`src/sv/eihc_pkg.sv`:
```
// ----------------------------------------------------------------------------
// Header checker package
// Types and constants shared by the parser, the queue and the top level.
// ----------------------------------------------------------------------------
package eihc_pkg;
  localparam int unsigned QueueDepth = 3;

  localparam logic [15:0] EtypeIpv4 = 16'h0800;
  localparam logic [15:0] EtypeArp  = 16'h0806;
  localparam logic [7:0]  ProtoIcmp = 8'd1;
  localparam logic [7:0]  ProtoTcp  = 8'd6;
  localparam logic [7:0]  ProtoUdp  = 8'd17;

  localparam logic [1:0] KindIpv4 = 2'd0;
  localparam logic [1:0] KindArp  = 2'd1;
  localparam logic [1:0] KindUnk  = 2'd2;
  localparam logic [1:0] TrIcmp   = 2'd0;
  localparam logic [1:0] TrTcp    = 2'd1;
  localparam logic [1:0] TrUdp    = 2'd2;
  localparam logic [1:0] TrNone   = 2'd3;

  typedef struct packed {
    logic [1:0]  frame_kind;
    logic [1:0]  transport_kind;
    logic [5:0]  ip_header_bytes;
    logic [7:0]  type_of_service;
    logic [7:0]  time_to_live;
    logic        ip_checksum_good;
    logic [15:0] source_port;
    logic [15:0] dest_port;
    logic [7:0]  tcp_flag_bits;
    logic        tcp_checksum_good;
    logic [15:0] type_code;
    logic        truncated;
  } result_t;

  function automatic logic [15:0] oc_add(input logic [15:0] a, input logic [15:0] b);
    logic [16:0] s;
    s = {1'b0, a} + {1'b0, b};
    return s[15:0] + {15'd0, s[16]};
  endfunction
endpackage

```
`src/sv/eihc_parser.sv`:
```
// ----------------------------------------------------------------------------
// Header checker byte parser
// Takes one frame byte per transfer, keeps running sums and captured fields,
// and builds the summary result on the last byte.
// ----------------------------------------------------------------------------
module eihc_parser (
  input  logic                clk_i,
  input  logic                rst_ni,
  input  logic                take_i,
  input  logic [7:0]          frame_byte_i,
  input  logic                last_byte_i,
  output logic                res_valid_o,
  output eihc_pkg::result_t   res_o
);
  logic [15:0] pos_q, pos_d;
  logic [15:0] etype_q, etype_d;
  logic [3:0]  ihl_q, ihl_d;
  logic [15:0] tlen_q, tlen_d;
  logic [7:0]  proto_q, proto_d, tos_q, tos_d, ttl_q, ttl_d, held_q;
  logic [15:0] ipsum_q, ipsum_d, segsum_q, segsum_d;
  logic [31:0] ports_q, ports_d;
  logic [23:0] fc_q, fc_d;

  logic [15:0] word, hdr, start, seglen, seg1, seg2;
  logic [16:0] start_ext, seg_end, need, len, cand;
  logic        step;
  eihc_pkg::result_t r;

  always_comb begin
    step = pos_q != 16'hFFFF;
    word = pos_q[0] ? {8'd0, frame_byte_i} : {frame_byte_i, 8'd0};
    etype_d = etype_q; ihl_d = ihl_q; tos_d = tos_q; tlen_d = tlen_q;
    fc_d = fc_q; ttl_d = ttl_q; proto_d = proto_q;
    ipsum_d = ipsum_q; segsum_d = segsum_q; ports_d = ports_q;
    pos_d = pos_q;
    if (step) begin
      pos_d = pos_q + 16'd1;
      if (pos_q == 16'd13) etype_d = {held_q, frame_byte_i};
      if (pos_q == 16'd14) ihl_d = frame_byte_i[3:0];
      if (pos_q == 16'd15) tos_d = frame_byte_i;
      if (pos_q == 16'd17) tlen_d = {held_q, frame_byte_i};
      if (pos_q == 16'd20) fc_d[15:8] = frame_byte_i;
      if (pos_q == 16'd21) fc_d[7:0] = frame_byte_i;
      if (pos_q == 16'd22) ttl_d = frame_byte_i;
      if (pos_q == 16'd23) proto_d = frame_byte_i;
    end
    hdr = {10'd0, ihl_d, 2'b00};
    start = 16'd14 + hdr;
    seglen = tlen_d - hdr;
    start_ext = {1'b0, start};
    seg_end = start_ext + {1'b0, seglen};
    if (step) begin
      if (pos_q >= 16'd14 && pos_q < start) ipsum_d = eihc_pkg::oc_add(ipsum_q, word);
      seg1 = (pos_q >= 16'd26 && pos_q <= 16'd33) ? eihc_pkg::oc_add(segsum_q, word)
                                                  : segsum_q;
      seg2 = (pos_q >= 16'd18 && pos_q >= start && {1'b0, pos_q} < seg_end)
             ? eihc_pkg::oc_add(seg1, word) : seg1;
      segsum_d = seg2;
      if (pos_q >= start && {1'b0, pos_q} < start_ext + 17'd4)
        ports_d = {ports_q[23:0], frame_byte_i};
      if ({1'b0, pos_q} == start_ext + 17'd13) fc_d[23:16] = frame_byte_i;
    end else begin
      seg1 = segsum_q;
      seg2 = segsum_q;
    end
    len = {1'b0, pos_d};
    r = '0;
    r.frame_kind = eihc_pkg::KindUnk;
    r.transport_kind = eihc_pkg::TrNone;
    need = 17'd0;
    cand = 17'd0;
    if (len < 17'd14) begin
      r.truncated = 1'b1;
    end else if (etype_d == eihc_pkg::EtypeIpv4) begin
      r.frame_kind = eihc_pkg::KindIpv4;
      r.ip_header_bytes = {ihl_d, 2'b00};
      r.type_of_service = tos_d;
      r.time_to_live = ttl_d;
      r.ip_checksum_good = ipsum_d == 16'hFFFF;
      need = 17'd14 + {1'b0, tlen_d};
      if (need < 17'd34) need = 17'd34;
      if (proto_d == eihc_pkg::ProtoIcmp) begin
        r.transport_kind = eihc_pkg::TrIcmp;
        r.type_code = {8'd0, ports_d[31:24]};
        cand = start_ext + 17'd2;
      end else if (proto_d == eihc_pkg::ProtoTcp) begin
        r.transport_kind = eihc_pkg::TrTcp;
        r.source_port = ports_d[31:16];
        r.dest_port = ports_d[15:0];
        r.tcp_flag_bits = fc_d[23:16];
        r.tcp_checksum_good = eihc_pkg::oc_add(eihc_pkg::oc_add(segsum_d,
                              {8'd0, proto_d}), seglen) == 16'hFFFF;
        cand = (seg_end > start_ext + 17'd20) ? seg_end : start_ext + 17'd20;
      end else if (proto_d == eihc_pkg::ProtoUdp) begin
        r.transport_kind = eihc_pkg::TrUdp;
        r.source_port = ports_d[31:16];
        r.dest_port = ports_d[15:0];
        cand = start_ext + 17'd8;
      end
      if (cand > need) need = cand;
      r.truncated = len < need;
    end else if (etype_d == eihc_pkg::EtypeArp) begin
      r.frame_kind = eihc_pkg::KindArp;
      r.type_code = fc_d[15:0];
      r.truncated = len < 17'd42;
    end
  end

  always_ff @(posedge clk_i or negedge rst_ni) begin
    if (!rst_ni) begin
      pos_q <= '0; etype_q <= '0; ihl_q <= '0; tlen_q <= '0; proto_q <= '0;
      tos_q <= '0; ttl_q <= '0; ipsum_q <= '0; segsum_q <= '0; held_q <= '0;
      ports_q <= '0; fc_q <= '0; res_valid_o <= 1'b0;
    end else begin
      res_valid_o <= take_i && last_byte_i;
      if (take_i) begin
        if (last_byte_i) begin
          pos_q <= '0; etype_q <= '0; ihl_q <= '0; tlen_q <= '0; proto_q <= '0;
          tos_q <= '0; ttl_q <= '0; ipsum_q <= '0; segsum_q <= '0; held_q <= '0;
          ports_q <= '0; fc_q <= '0;
        end else begin
          pos_q <= pos_d; etype_q <= etype_d; ihl_q <= ihl_d; tlen_q <= tlen_d;
          proto_q <= proto_d; tos_q <= tos_d; ttl_q <= ttl_d; ipsum_q <= ipsum_d;
          segsum_q <= segsum_d; ports_q <= ports_d; fc_q <= fc_d;
          if (step) held_q <= frame_byte_i;
        end
      end
    end
  end

  always_ff @(posedge clk_i) begin
    if (take_i && last_byte_i) res_o <= r;
  end
endmodule

```
`config.mk`:
```
export PLATFORM = sky130hd
export DESIGN_NAME = eihc_parser
export DESIGN_NICKNAME = d
export VERILOG_FILES = /design/src/sv/eihc_pkg.sv /design/src/sv/eihc_parser.sv
export SDC_FILE = /design/constraint.sdc
export NUM_CORES = 1
export LEC_CHECK = 0
export BUFFER_PORTS_ARGS = -buffer_cell sky130_fd_sc_hd__buf_2
export CAP_MARGIN = 40
export CORE_ASPECT_RATIO = 1.25
export CORE_MARGIN = 3
export CORE_UTILIZATION = 57
export DETAILED_ROUTE_END_ITERATION = 8
export HOLD_SLACK_MARGIN = 0.08
export PLACE_DENSITY_LB_ADDON = 0.05
export SLEW_MARGIN = 30
export SYNTH_ARGS = -nofsm -noshare
export SYNTH_HDL_FRONTEND = slang
export SYNTH_SLANG_ARGS = --single-unit
```
`constraint.sdc`:
```
create_clock -name clk_i -period 13.8 [get_ports clk_i]
set_input_delay 1.38 -clock clk_i [delete_from_list [all_inputs] [get_ports clk_i]]
set_output_delay 1.38 -clock clk_i [all_outputs]
set_load 0.05 [all_outputs]
```
======== Word level (Yosys, flattened, before mapping) ========
Cells that the tools add are included.
storage, ports and cells
  register bits after elaboration ......... 258
  bits in latches ......................... 0
  word-level logic and storage cells ...... 153
  memories kept ........................... 0
  output and inout bits ................... 86
  bits in read-only memories .............. 0
  input port bits ......................... 12
  RAM bits ................................ 0
operators by class
  shift-type cells ........................ 0
  $add $sub $neg .......................... 20
  mux-type cells .......................... 61
  $mul .................................... 0
  bitwise gates (word level) .............. 2
  order comparisons ....................... 14
  reductions and logical operators ........ 12
  div/mod/pow operators ................... 0
  equal/unequal tests ..................... 17
operator list
  kind                                                                number
  two-way mux 16 bit                                                  17
  two-way mux 17 bit                                                  13
  two-way mux 32 bit                                                  5
  two-way mux 8 bit                                                   17
  adder 16 x 1 -> 16 bit                                              5
  == test 16 x 5 -> 1 bit, second input constant                      5
  adder 16 x 16 -> 17 bit                                             4
  == test 16 x 4 -> 1 bit, second input constant                      3
  > comparator 17 bit                                                 2
  less-than comparator 16 x 17 -> 1 bit                               2
  == test 16 x 12 -> 1 bit, second input constant                     2
  == test 16 bit, second input constant                               2
  greater-or-equal comparator 16 x 5 -> 1 bit, second input constant  2
  two-way mux 24 bit                                                  1
  adder 16 x 8 -> 17 bit                                              1
  adder 4 x 16 -> 17 bit, first input constant                        1
  adder 7 x 16 -> 17 bit                                              1
  less-than comparator 17 x 6 -> 1 bit, second input constant         1
  adder 16 x 1 -> 16 bit, second input constant                       1
  adder 7 x 4 -> 8 bit, second input constant                         2
  == test 16 x 8 -> 1 bit                                             1
  greater-or-equal comparator 16 x 4 -> 1 bit, second input constant  1
  greater-or-equal comparator 16 x 7 -> 1 bit                         1
  less-or-equal comparator 16 x 6 -> 1 bit, second input constant     1
  23 further kinds                                                    35

======== Logic depth before layout (Yosys ltp) ========
Gate-level depths: netlist of the first run.
  depth in word-level cells ............... 17
  mapped depth ............................ 78
  mapped depth without buffers ............ 76

======== Worst setup path after synthesis of the first run ========
Ideal clock, no wire load.
  kind .................................... flip-flop to flip-flop
  start point ............................. register pos_q[1]
  end point ............................... register res_o[17] in the netlist's numbering (data pin)
  period minus slack after synthesis ...... 13657 ps
  required time ........................... 13643 ps
  path slack .............................. 143 ps
  path buffers ............................ 4
  cell stages (with the launch flop) ...... 75
  library setup time ...................... 157 ps
  arrival time ............................ 13500 ps
  cell sequence ........................... dfrtp_1 -> clkbuf_1 -> inv_1 -> ha_1 -> nor4bb_1 -> nand4_1 -> buf_1 -> clkbuf_1 -> mux2i_1 -> inv_1 -> ha_1 -> a21oi_1 -> o21ai_0 -> a21oi_1 -> a21boi_0 -> xnor2_1 -> ha_1 -> o21a_1 -> (+39 left out) -> nand2_1 -> and2_1 -> o21ai_0 -> nand2b_1 -> a21oi_1 -> o21bai_1 -> a21o_1 -> a21o_1 -> a21o_1 -> a21o_1 -> ha_1 -> nor2b_1 -> xnor2_1 -> nor3_1 -> a31oi_1 -> nor4_1 -> nand3_1 -> nor3_1
between the ends
  cells in the longest elaborated chain, start to end .. 14
  elaborated cells between the ends (all ways) .. 43
  those cells by class .................... add/sub: 10; order compare: 6; eq/ne: 9; mux: 12; bitwise: 2; reduce/logical: 4
ends and longest elaborated chain
  item                                                                                   line                                  source
  start, declared                                                                        eihc_parser.sv:15                     logic [15:0] pos_q, pos_d;
  start signal, assigned                                                                 eihc_parser.sv:122                    pos_q <= pos_d; etype_q <= etype_d; ihl_q <= ihl_d; tlen_q <= tlen_d;
  == test 16 x 5 -> 1 bit or == test 16 x 4 -> 1 bit (tied branches)                     eihc_parser.sv:41, eihc_parser.sv:39
  two-way mux 16 bit or two-way mux 4 bit (tied branches)                                eihc_parser.sv:41, eihc_parser.sv:39
  two-way mux 16 bit or two-way mux 4 bit (tied branches)                                eihc_parser.sv:36                     if (step) begin
  subtractor 16 x 6 -> 16 bit or adder 4 x 6 -> 7 bit (tied branches)                    eihc_parser.sv:49, eihc_parser.sv:48
  adder 7 x 16 -> 17 bit or greater-or-equal comparator 16 x 7 -> 1 bit (tied branches)  eihc_parser.sv:51, eihc_parser.sv:56
  less-than comparator 16 x 17 -> 1 bit or logical AND 1 bit (tied branches)             eihc_parser.sv:56                     seg2 = (pos_q >= 16'd18 && pos_q >= start && {1'b0, pos_q} < seg_end)
  logical AND 1 bit                                                                      eihc_parser.sv:56
  two-way mux 16 bit                                                                     eihc_parser.sv:57                     ? eihc_pkg::oc_add(seg1, word) : seg1;
  two-way mux 16 bit                                                                     eihc_parser.sv:52                     if (step) begin
  adder 16 x 8 -> 17 bit                                                                 eihc_pkg.sv:39                        s = {1'b0, a} + {1'b0, b};
  adder 16 x 1 -> 16 bit                                                                 eihc_pkg.sv:40                        return s[15:0] + {15'd0, s[16]};
  adder 16 x 16 -> 17 bit                                                                eihc_pkg.sv:39
  adder 16 x 1 -> 16 bit                                                                 eihc_pkg.sv:40
  == test 16 bit                                                                         eihc_parser.sv:92                     {8'd0, proto_d}), seglen) == 16'hFFFF;
  end signal, assigned                                                                   eihc_parser.sv:132                    if (take_i && last_byte_i) res_o <= r;
  end, declared                                                                          eihc_parser.sv:13                     output eihc_pkg::result_t res_o
Several ways; a longest one is shown, not always the timed one.
A chain may end at the register's enable or synchronous reset.

======== Worst setup path after layout of the first run ========
  start point ............................. input frame_byte_i[0]
  end point ............................... register res_o[17] in the netlist's numbering (data pin)
between the ends
  cells in the longest elaborated chain, start to end .. 13
  elaborated cells between the ends (all ways) .. 34
  those cells by class .................... add/sub: 11; order compare: 2; eq/ne: 4; mux: 12; bitwise: 2; reduce/logical: 3
ends and longest elaborated chain
  item                                                         line                               source
  start, declared                                              eihc_parser.sv:10                  input logic [7:0] frame_byte_i,
  two-way mux 16 bit, or another cell as far along             eihc_parser.sv:31                  word = pos_q[0] ? {8'd0, frame_byte_i} : {frame_byte_i, 8'd0};
  adder 16 x 16 -> 17 bit, or another cell as far along        eihc_pkg.sv:39
  adder 16 x 1 -> 16 bit, or another cell as far along         eihc_pkg.sv:40
  two-way mux 16 bit, or another cell as far along             eihc_parser.sv:54                  seg1 = (pos_q >= 16'd26 && pos_q <= 16'd33) ? eihc_pkg::oc_add(segsum_q, word)
  adder 16 x 16 -> 17 bit, or another cell as far along        eihc_pkg.sv:39
  adder 16 x 1 -> 16 bit or logical AND 1 bit (tied branches)  eihc_pkg.sv:40, eihc_parser.sv:56
  two-way mux 16 bit                                           eihc_parser.sv:57
  two-way mux 16 bit                                           eihc_parser.sv:52
  adder 16 x 8 -> 17 bit                                       eihc_pkg.sv:39
  adder 16 x 1 -> 16 bit                                       eihc_pkg.sv:40
  adder 16 x 16 -> 17 bit                                      eihc_pkg.sv:39
  adder 16 x 1 -> 16 bit                                       eihc_pkg.sv:40
  == test 16 bit                                               eihc_parser.sv:92
Several ways; a longest one is shown, not always the timed one.

==> results of run 1 <==
## per-stage QoR
| step | instances | worst slack (ps) | TNS (ps) | util |
|---|---|---|---|---|
| after global placement | 2821 | -21.39 | -21.39 | 0.6438 |
| after global routing | 2889 | -59.89 | -59.89 | 0.6843 |
| after CTS | 2877 | 8.188 | 0 | 0.6745 |
| after detailed placement | 2825 | -308.0 | -308.0 | 0.6466 |
| after floorplan | 2206 | 143.2 | 0 | - |
| final | 2889 | 798.4 | 0 | 0.6843 |
## worst paths after layout
kind                                      startpoint                 endpoint
max in group asynchronous                     rst_ni      fc_q[4]$_DFFE_PN0P_
worst min register to register   fc_q[7]$_DFFE_PN0P_      fc_q[7]$_DFFE_PN0P_
worst max-delay path                 frame_byte_i[0]  res_o[17]$_SDFFCE_PP0P_
worst max register to register  pos_q[1]$_DFFE_PN0P_  res_o[17]$_SDFFCE_PP0P_
worst min-delay path             fc_q[7]$_DFFE_PN0P_      fc_q[7]$_DFFE_PN0P_
min in group asynchronous                     rst_ni  ipsum_q[10]$_DFFE_PN0P_
## flip-flops by register name (all words and copies together), names as in the netlist
register,count
tos_q,8
ports_q,32
pos_q,16
ipsum_q,16
held_q,8
res_o,83
proto_q,8
tlen_q,16
ttl_q,8
ihl_q,4
res_valid_o,1
segsum_q,16
fc_q,24
etype_q,16
## metal layers
metal  GRT usage  vias up  share of wire
met2      0.5591      729           0.47
met1      0.4369     8656           0.41
met3     0.03983      177          0.068
li1            -     8457              -
met5           0        -              0
met4      0.1548        0          0.052
## synthesized netlist by cell type (5+ instances only)
master | n | share of area
and4_1 | 6 | 0.0027
a21o_1 | 44 | 0.017
o22ai_1 | 16 | 0.0051
nand4_1 | 25 | 0.0080
o21a_1 | 13 | 0.0050
nor3b_1 | 8 | 0.0031
o31ai_1 | 6 | 0.0023
nor3_1 | 43 | 0.011
a21boi_0 | 6 | 0.0023
xor2_1 | 57 | 0.025
or3_1 | 8 | 0.0025
clkbuf_1 | 78 | 0.015
and2_1 | 25 | 0.0080
nand3_1 | 50 | 0.013
a22oi_1 | 9 | 0.0034
nor2_1 | 140 | 0.027
a211oi_1 | 7 | 0.0027
a22o_1 | 59 | 0.026
inv_1 | 106 | 0.020
o21bai_1 | 15 | 0.0057
a21oi_1 | 153 | 0.039
o21ai_1 | 12 | 0.0031
or4_1 | 8 | 0.0031
buf_1 | 5 | 0.00095
o21ai_0 | 153 | 0.039
ha_1 | 162 | 0.10
fa_1 | 6 | 0.0061
nand2_1 | 274 | 0.052
dfrtp_1 | 173 | 0.22
and3_1 | 20 | 0.0064
xnor2_1 | 114 | 0.051
edfxtp_1 | 83 | 0.13
mux2i_1 | 64 | 0.033
nor4_1 | 25 | 0.0080
or2_2 | 6 | 0.0019
nor2b_1 | 30 | 0.0095
a31oi_1 | 12 | 0.0038
mux2_2 | 8 | 0.0046
o2bb2ai_1 | 39 | 0.017
nand2b_1 | 31 | 0.0099
## cells by family after synthesis
| kind of cell | after synthesis |
|---|---|
| AND/OR/NAND/NOR | 726 |
| AO/OA/AOI/OAI | 601 |
| flip-flops | 256 |
| buffers and inverters | 201 |
| XOR/XNOR | 174 |
| adder cells (fa/ha/maj) | 168 |
| multiplexers | 76 |
| other | 2 |
## timing repair
| action | in CTS | in global routing |
|---|---|---|
| resized for setup | 0 | 74 |
| buffers inserted | 0 | 9 |
| endpoints found under the setup margin | 0 | 1 |
## power groups by stage
stage	Combinational (mW)	Sequential, mW	Clock (mW)
6_report	0.225	0.808	0.770
5_1_grt	0.241	0.809	0.809
4_1_cts	0.219	0.808	0.777
3_5_place_dp	0.218	0.822	0
3_3_place_gp	0.211	0.822	0
2_1_floorplan	0.108	0.846	0
## worst max-delay path: cells and delay by family
kind / cells / cell delay [ps]
buffers and inverters: 5 / 560
xor gates and xnor gates: 3 / 380
muxes: 1 / 150
adders and majority gates: 10 / 2370
AOI/OAI and AO/OA: 29 / 4270
and+or+nand+nor: 25 / 4250
## area by class of cell
cell class              count  area [um^2]
multi-input cells        1749        12320
fillers                  2715        10670
flip-flops and latches    256         6822
repair buffers            298         2087
clock buffers              41        842.1
well taps                 423        529.3
inverters                 111        416.7
clock inverters            11        100.1
==> impl_metrics.csv, run 1 <==
group,metric,value,unit
outcome,status,"complete, no violations",
yosys,ys_types,98,
clock_network,clkTransAtPathRegs,60,ps
grt,grt_pass1_wl,95980,um
die,core,0.03378,mm^2
route,drc,0,
yosys,yosys_most_used_dff,"dfrtp_1",
grt,track_usage,0.3350,
hold_path,hp-class,"flip-flop to flip-flop",
sta,finalWorstPathRequiredPeriod,13000,ps
power_and_ir_drop,total_power,1.803,mW
grt,antenna_found_initial,0,
critical_path,cp_slowest_stage_delay,440,ps
critical_path,crit_path_end_kind,"flip-flop",
final_layout,area_growth,17.57,%
placement,dpl_cell_area,0.02184,mm^2
yosys,synth_adder_area_share,0.1092,
power_and_ir_drop,vdd_drop_max,0.00007415,V
power_and_ir_drop,pwr-share-clk,0.427,
yosys,synth_async_sr_flop_share,0.6758,
final_layout,fin_nets,2624,
route,drt_iter0_markers,1712,
final_layout,n_antenna_cell,0,
placement,portBuffers,95,
critical_path,worst_setup_path_start_kind,"input port",
die,rows,75,
yosys,syn-cell-area,0.01966,mm^2
final_layout,final_common_cell,"nand2_1",
die,dieHeight,213.7,um
clock_network,clk_latency,570,ps
sta,hold_slack,482.7,ps
clock_network,clock_sinks,256,
yosys,synth-seq-cells,256,
power_and_ir_drop,power.density,78.00,mW/mm^2
sta,hold_violations,0,
route,wirelength,62590,um
grt,grt_remaining_overflow,0,
yosys,synth_top_family_by_area,"compound AO/OA/AOI/OAI gates",
job,drv_cap,0,
clock_network,cts_buffers,28,
die,die_w,172.1,um
critical_path,critPathSlowestCell,"or3_4",
route,drt_pass1_iterations,5,
sta,slew_violations,0,
final_layout,design_area,0.02312,mm^2
power_and_ir_drop,combPwrFrac,0.125,
critical_path,regToRegSetupSlack,880,ps
route,ant_nets,0,
power_and_ir_drop,sw_frac_of_total,0.2727,
power_and_ir_drop,power.leakage,10.57,nW
yosys,synth_mux_area_frac,0.04092,
final_layout,final_cell_mix,"273 x nand2_1, 197 x buf_4, 173 x dfrtp_1",
sta,setup-violations-final,0,
final_layout,layout-drive-gt1-share,0.1809,
placement,gp_congestion,0.9266,
yosys,synth_compound_area_frac,0.2042,
grt,grt_max_degree,63,
clock_network,clock_path_buffers,3,
die,pin_count,98,
yosys,synth_xor_area_frac,0.07897,
critical_path,critPathMaxFanout,3,
power_and_ir_drop,intPower,1.311,mW
die,initial_core_util,0.5820,
critical_path,worst_ep_arrival_time,13400,ps
yosys,seq_area_frac_synth,0.3469,
critical_path,critPathKind,"input port to flip-flop",
critical_path,required,14200,ps
die,die-area,0.03677,mm^2
route,detail_route.vias_per_cell,6.237,
route,vias,18020,
critical_path,rr_worst_depth,71,
clock_network,cts_tree,"done",
clock_network,h-tree-depth,1,
yosys,syn_avg_cell_area,8.921,um^2
sta,worstMarginPinSlew,836.0,ps
power_and_ir_drop,switchingPower,0.4917,mW
hold_path,holdPathStages,2,
sta,final.period_utilization,0.9421,
sta,maxSlewHeadroom,0.4427,
power_and_ir_drop,seqPwrFrac,0.448,
route,wl_per_cell,21.66,um
sta,fmax,0.07691,GHz
clock_network,cts_root_buf,"clkbuf_16",
clock_network,cts_hold_repair.buffers,0,
yosys,synth-edff-count,83,
grt,grt_pass1_vias,17380,
yosys,yosys_warnings,0,
yosys,synthSimpleGateAreaFrac,0.1794,
yosys,synthCells,2204,
placement,dp_hpwl,47260,um
sta,finalClockSkew,20.01,ps
Power figures use the tool's default switching activity.
==> run 2, diff against run 1 <==
--- a/config.mk
+++ b/config.mk
@@ -9,7 +9,7 @@
 export CAP_MARGIN = 40
 export CORE_ASPECT_RATIO = 1.25
 export CORE_MARGIN = 3
-export CORE_UTILIZATION = 57
+export CORE_UTILIZATION = 40
 export DETAILED_ROUTE_END_ITERATION = 8
 export HOLD_SLACK_MARGIN = 0.08
 export PLACE_DENSITY_LB_ADDON = 0.05
==> constraint.sdc (replaced) <==
create_clock -name clk_i -period 13.8 [get_ports clk_i]
set_input_delay 2.76 -clock clk_i [delete_from_list [all_inputs] [get_ports clk_i]]
set_output_delay 2.76 -clock clk_i [all_outputs]
set_load 0.05 [all_outputs]
==> impl_metrics.csv, run 2 (synthesis results as in run 1) <==
group,metric,value,unit
outcome,status,"complete, no violations",
die,die_w,204.3,um
final_layout,area_growth,26.91,%
critical_path,crit_path_end_kind,"flip-flop",
critical_path,critPathSlowestCell,"or4_4",
route,ant_nets,0,
power_and_ir_drop,power.density,72.62,mW/mm^2
grt,grt_pass1_vias,18100,
grt,track_usage,0.2619,
die,initial_core_util,0.4061,
power_and_ir_drop,total_power,1.812,mW
clock_network,cts_tree,"done",
hold_path,hold_end,"fc_q[21]$_DFFE_PN0P_",
final_layout,top_register,"res_o",
clock_network,clkTransAtPathRegs,70,ps
critical_path,required,14210,ps
power_and_ir_drop,power.leakage,11.40,nW
grt,grt_pass1_wl,106000,um
critical_path,worst_ep_arrival_time,14040,ps
final_layout,nFillCells,4594,
sta,worstMarginPinSlew,916.1,ps
placement,dp_hpwl,52870,um
final_layout,n_antenna_cell,0,
hold_path,min_from,"fc_q[21]$_DFFE_PN0P_",
sta,final.period_utilization,0.9872,
critical_path,r2r_end,"res_o[17]$_SDFFCE_PP0P_",
final_layout,fin_nets,2784,
route,drc,0,
power_and_ir_drop,vdd_drop_max,0.00009350,V
critical_path,worst_setup_path_start_kind,"input port",
sta,hold_slack,480.0,ps
hold_path,hp-class,"flip-flop to flip-flop",
clock_network,cts_root_buf,"clkbuf_16",
route,wirelength,69200,um
sta,hold_violations,0,
critical_path,regToRegSetupSlack,1010,ps
clock_network,clock_path_buffers,3,
grt,antenna_found_initial,0,
clock_network,clock_sinks,256,
final_layout,design_area,0.02495,mm^2
die,dieHeight,253.9,um
placement,pre_cts_slack,-860.3,ps
final_layout,final_cell_mix,"351 x buf_4, 273 x nand2_1, 173 x dfrtp_1",
job,drv_cap,0,
critical_path,crit_path_frequent_cell,"a21o_1",
sta,setup-violations-final,0,
critical_path,cp_slowest_stage_delay,600,ps
sta,fin_tns_setup,0,ps
die,pin_count,98,
hold_path,holdPathStages,2,
final_layout,multi_input_area,0.01266,mm^2
clock_network,cts_buffers,29,
final_layout,reg_top3,"res_o x83, ports_q x32, fc_q x24",
route,drt_iter0_markers,1143,
route,vias,18240,
clock_network,clk_latency,570,ps
grt,grt_remaining_overflow,0,
final_layout,regArea,0.006822,mm^2
sta,slew_violations,0,
route,wl_per_cell,21.16,um
sta,worst_slack,176.1,ps
sta,finalClockSkew,24.88,ps
final_layout,layout-drive-gt1-share,0.2510,
final_layout,largest_reg_flops,83,
critical_path,timing.rr.start,"pos_q[1]$_DFFE_PN0P_",
sta,rsz0062_at_grt,"yes",
placement,dpl_cell_area,0.02326,mm^2
critical_path,critPathMaxFanout,4,
route,drt_pass1_iterations,7,
route,detail_route.vias_per_cell,5.579,
critical_path,critPathKind,"input port to flip-flop",
critical_path,rr_worst_depth,73,
die,core,0.04842,mm^2
final_layout,final_common_cell,"buf_4",
final_layout,final_util,0.5153,
clock_network,cts_hold_repair.buffers,0,
placement,place_inst,3181,
grt,grt_max_degree,85,
clock_network,h-tree-depth,1,
final_layout,stdcell_count,3270,
sta,maxSlewHeadroom,0.3846,
die,rows,90,
placement,gp_congestion,0.9464,
sta,finalWorstPathRequiredPeriod,13620,ps
placement,portBuffers,95,
die,die-area,0.05187,mm^2
sta,fmax,0.07340,GHz
[run 2: critical path, delay by kind of cell]
kind | cells | cell delay, ps
AO/OA/AOI/OAI | 35 | 4750
AND/OR/NAND/NOR | 22 | 3200
adder cells (fa/ha/maj) | 12 | 2710
XOR/XNOR | 3 | 420
buffers and inverters | 3 | 180
[run 2: metal layers]
metal,GRT usage,share of wire,vias up,wire length [um]
met4,0.08320,0.033,0,2291
met1,0.3412,0.43,8889,29940
li1,-,-,8767,-
met3,0.02165,0.045,115,3126
met5,0,0,-,0
met2,0.4613,0.49,471,33830
[run 2: layout make-up]
class | instances | area share
repair buffers | 457 | 0.1341
clock buffers | 39 | 0.03179
well taps | 644 | 0.03229
multi-input cells | 1749 | 0.5073
clock inverters | 14 | 0.004412
flip-flops and latches | 256 | 0.2734
inverters | 111 | 0.01680
[run 2: how the worst max path moves through the flow]
stage                     from                       to  cells past startpoint
6_report       frame_byte_i[0]  res_o[17]$_SDFFCE_PP0P_                     75
4_1_cts        frame_byte_i[0]  res_o[17]$_SDFFCE_PP0P_                     77
3_5_place_dp   frame_byte_i[0]  res_o[17]$_SDFFCE_PP0P_                     73
5_1_grt        frame_byte_i[0]  res_o[17]$_SDFFCE_PP0P_                     75
2_1_floorplan  frame_byte_i[0]  res_o[17]$_SDFFCE_PP0P_                     75
3_3_place_gp   frame_byte_i[0]  res_o[17]$_SDFFCE_PP0P_                     77
[run 2: power by group]
group / internal, mW / leakage (nW) / total, mW / switching (mW)
Combinational: 0.0823 / 7.77 / 0.246 / 0.164
Clock: 0.423 / 0.436 / 0.758 / 0.335
Sequential: 0.797 / 3.20 / 0.809 / 0.0111
[run 2: what timing repair did]
| item | in CTS | in global routing |
|---|---|---|
| endpoints found under the hold margin | 0 | 0 |
| buffers inserted | 16 | 13 |
| cloned | 0 | 0 |
| gates resized for setup | 30 | 73 |
| pin swaps | 38 | 72 |
| setup endpoints to repair | 1 | 1 |
